$ cat config.mk
export PLATFORM = sky130hd
export DESIGN_NAME = ppa_ram
export DESIGN_NICKNAME = d
export VERILOG_FILES = /design/src/hdl/ppa_ram.sv
export SDC_FILE = /design/constraint.sdc
export NUM_CORES = 1
export LEC_CHECK = 0
export BUFFER_PORTS_ARGS = -buffer_cell sky130_fd_sc_hd__buf_2
export CORE_ASPECT_RATIO = 1.2
export CORE_MARGIN = 3
export CORE_UTILIZATION = 41
export DETAILED_ROUTE_END_ITERATION = 10
export SLEW_MARGIN = 20
export SYNTH_ARGS = -nofsm -noshare
export SYNTH_HDL_FRONTEND = slang
export SYNTH_SLANG_ARGS = --single-unit
export TNS_END_PERCENT = 100
$ cat constraint.sdc
create_clock -name clk -period 1.38 [get_ports clk]
set_clock_uncertainty 0.1 [all_clocks]
set_input_delay 0 -clock clk [delete_from_list [all_inputs] [get_ports clk]]
set_output_delay 0 -clock clk [all_outputs]
set_load 0.01 [all_outputs]
$ cat src/hdl/ppa_ram.sv
// Simple dual-port RAM, one write and one registered read per cycle
module ppa_ram #(
  parameter int WIDTH = 2,
  parameter int DEPTH = 16
) (
  input  logic                     clk,
  input  logic                     we,
  input  logic [$clog2(DEPTH)-1:0] waddr,
  input  logic [WIDTH-1:0]         wdata,
  input  logic                     re,
  input  logic [$clog2(DEPTH)-1:0] raddr,
  output logic [WIDTH-1:0]         rdata
);

  logic [WIDTH-1:0] mem [DEPTH];

  always_ff @(posedge clk) begin
    if (we) begin
      mem[waddr] <= wdata;
    end
    if (re) begin
      rdata <= mem[raddr];
    end
  end

endmodule

Word-level counts from Yosys, hierarchy flattened
Memories as Yosys holds them, arrays and structs flattened. A register that Yosys moved wholly into a read port is not among the register bits.
Cells that the tools add are included.
{"block": "op_classes", "muxes": 2}
{"op": "two-way mux 1 bit", "count": 2}
{"block": "word_totals", "reg_bits": 0, "mem_bits_rw": 32, "mem_count": 1}
{"name": "mem", "words": 16, "width": 2, "read_ports": 1, "rd_ports_with_merged_regs": 1, "wr": 1, "line": "15", "text": "logic [WIDTH-1:0] mem [DEPTH];"}

Depth between registers and ports, before layout
{"block": "depth", "word_depth": 2, "depth_mapped": 4, "ltp_nobuf": 3}

Worst setup path after synthesis
No wires, ideal clock.
{"block": "synth_path", "path_kind": "flip-flop to flip-flop", "start": "mem mem[3][1]", "end": "reg rdata[1] (read register of mem), data pin", "setup_time_ps": 261, "arrival_time_ps": 1043, "t_required_ps": 1019, "slack_ps": -25, "path_stages_with_launch": 4, "path_buffers": 0, "synth_period_minus_slack_ps": 1405, "path_cell_list": "edfxtp_1 mux4_2 a22oi_1 nand3_1"}
{"item": "start, declared", "line": "15"}
{"item": "end, declared", "line": "12", "text": "output logic [WIDTH-1:0] rdata"}

==> flow_metrics.py <==
metrics = {
    "run_status": {
        "status": "finished with violations",
        "violations": "setup timing",
    },
    "synthesis": {
        "synth_cells": 78,
        "yosys.area_share.simple": 0.110,
        "syn_area_per_cell_sq_um": 17.9,
        "synthAdderAreaFrac": 0,
        "synth_top_family_by_area": "multiplexers",
        "synth.distinct_cells": 14,
        "ys_ff_latch": 34,
        "syn_nets": 91,
        "synth_seq_area_share": 0.729,
        "synthXorXnorAreaFrac": 0,
        "syn_area_sq_um": 1400,
        "synth_mux_area_frac": 0.139,
        "ys_warn_count": 0,
        "synth_compound_area_frac": 0.0107,
    },
    "clocking": {
        "htree_levels": 2,
        "cts_buffers": 5,
        "cts_root_buf": "clkbuf_4",
        "clock_latency_ps": 320,
        "cts.sinks": 34,
        "cts_tree": "yes",
        "post_cts_buffers": 0,
        "cts.clk_slew.worst_paths_ps": 90,
        "clock_path_buffers": 2,
    },
    "critical_path": {
        "crit_fanout": 1,
        "cp.arrival_ps": 1430,
        "start_kind": "flop",
        "worstPathRequired_ps": 1360,
        "end_kind": "flop",
        "critical_path_class": "flop to flop",
        "worst-r2r-setup-slack_ps": -60,
    },
    "place": {
        "io_buffers": 14,
        "gp_congestion": 0.726,
        "place_inst": 127,
        "hpwlAfterDp_mm": 1.65,
        "place_ws_ps": -95.1,
    },
    "finish": {
        "layout_common_cells": "edfxtp_1 (34), buf_2 (14), nor2_1 (13), dlygate4sd3_1 (7)",
        "final_common_cell": "edfxtp_1",
        "drive_above_1_share": 0.255,
        "nets": 118,
        "area_growth_syn_to_layout_pct": 16.9,
        "diodes": 0,
        "fin_util": 0.517,
        "fin_cells": 142,
    },
    "grt": {
        "grt_first_pass_wirelength_mm": 3.80,
        "first_global_vias": 832,
        "groute.usage.overall": 0.132,
        "antenna_found_initial": 0,
        "grt-ovfl-total": 0,
        "grt_max_degree": 17,
    },
    "drt": {
        "wl_per_cell_um": 16.5,
        "vias": 772,
        "drtIter0Drc": 30,
        "drc": 0,
        "antenna_left": 0,
        "vias_per_cell": 5.44,
        "wirelength_mm": 2.35,
        "first_pass_iters": 4,
    },
    "floorplan": {
        "placementRows": 22,
        "die_w_um": 59.3,
        "core_sq_um": 3170,
        "die_area_sq_um": 4160,
        "die_h_um": 70.0,
        "initial_core_util": 0.442,
        "io_pins": 15,
    },
    "timing": {
        "slew-limit-headroom": 0.759,
        "tightest_slew_ps": 359,
        "timing.fmax_mhz": 693,
        "finalWorstSetupSlack_ps": -62.6,
        "hold_viol": 0,
        "setup_violations": 2,
        "min_period_ps": 1440,
        "min_period_over_period": 1.05,
        "rsz0062_at_grt": "true",
        "slew_viol_final": 0,
    },
    "worst_hold_path": {
        "hold_class": "primary input to flop",
    },
    "flow_run": {
        "drv_cap": 0,
    },
    "power": {
        "power_density_nw_per_um2": 1090,
        "leakage_uw": 0.000549,
        "total_power_uw": 1780,
        "ir_drop_v": 0.000718,
    },
}
==> final timing paths <==
path	from	end	cells past startpoint
max reg2reg	mem[3][1]$_DFFE_PP_	rdata[1]$_DFFE_PP_	3
min	waddr[2]	mem[15][0]$_DFFE_PP_	3
min reg2reg	mem[10][1]$_DFFE_PP_	rdata[1]$_DFFE_PP_	3
max	mem[3][1]$_DFFE_PP_	rdata[1]$_DFFE_PP_	3
==> through the flow <==
stage | setup TNS [ps] | cell area (sq um) | hold slack, ps
2_1_floorplan | -21.9 | 1400 | -1.13
3_3_place_gp | -163 | 1510 | 123
3_5_place_dp | -228 | 1510 | 131
4_1_cts | -155 | 1640 | 68.7
5_1_grt | -238 | 1640 | 75.9
6_report | -125 | 1640 | 82.7
==> layer usage <==
metal / GRT usage / share of wire / vias up
met2: 0.193 / 0.48 / 25
met4: 0.0957 / 0.037 / 0
met5: 0 / 0 / -
met1: 0.151 / 0.43 / 374
li1: - / - / 365
met3: 0.0518 / 0.052 / 8
==> kinds of logic (layout without fill, tap and decap cells) <==
kind of cell | count (synthesis) | after routing
AND/OR/NAND/NOR | 32 | 32
multiplexers | 8 | 8
AO/OA/AOI/OAI | 2 | 2
flip-flops | 34 | 34
buffers and inverters | 2 | 30
==> registers in the layout, summed over array words and instances, names as in the netlist <==
register / flops
rdata: 2
mem: 32
==> repair_timing <==
item                                    in CTS  in global routing
hold buffers                                 7                  0
hold endpoints to repair                    42                  0
resized for setup                            2                  0
endpoints found under the setup margin       2                  2
cloned                                       0                  0
==> cell usage after synthesis <==
library cell,number,area (sq um)
nand3_1,5,25.0
nor3_1,4,20.0
nand3b_1,2,15.0
nor2_1,13,48.8
edfxtp_1,34,1020
a22oi_1,2,15.0
nand2b_1,2,12.5
nor2b_1,2,12.5
nand2_1,3,11.3
buf_6,1,11.3
mux4_2,4,90.1
clkbuf_1,1,3.75
or3b_2,1,8.76
mux4_1,4,105
==> power breakdown <==
part	total [uW]	leakage [uW]	internal, uW	switching, uW
logic	146	0.000212	69.1	76.8
clock network	470	0.0000277	181	289
registers	1170	0.000309	1160	4.91
total	1780	0.000549	1410	370
==> critical path, stage by stage, from the launching register on <==
cell,delay (ps)
edfxtp_1,360
mux4_2,500
a22oi_2,170
nand3_1,80
==> final cells by class <==
class                           count  area [sq um]
Fill cell                         260          1530
Sequential cell                    34          1020
Multi-Input combinational cell     42           374
Timing Repair Buffer               22           148
Tap cell                           36          45.0
Clock buffer                        5          37.5
Clock inverter                      3          11.3
Power figures use the tool's default switching activity.
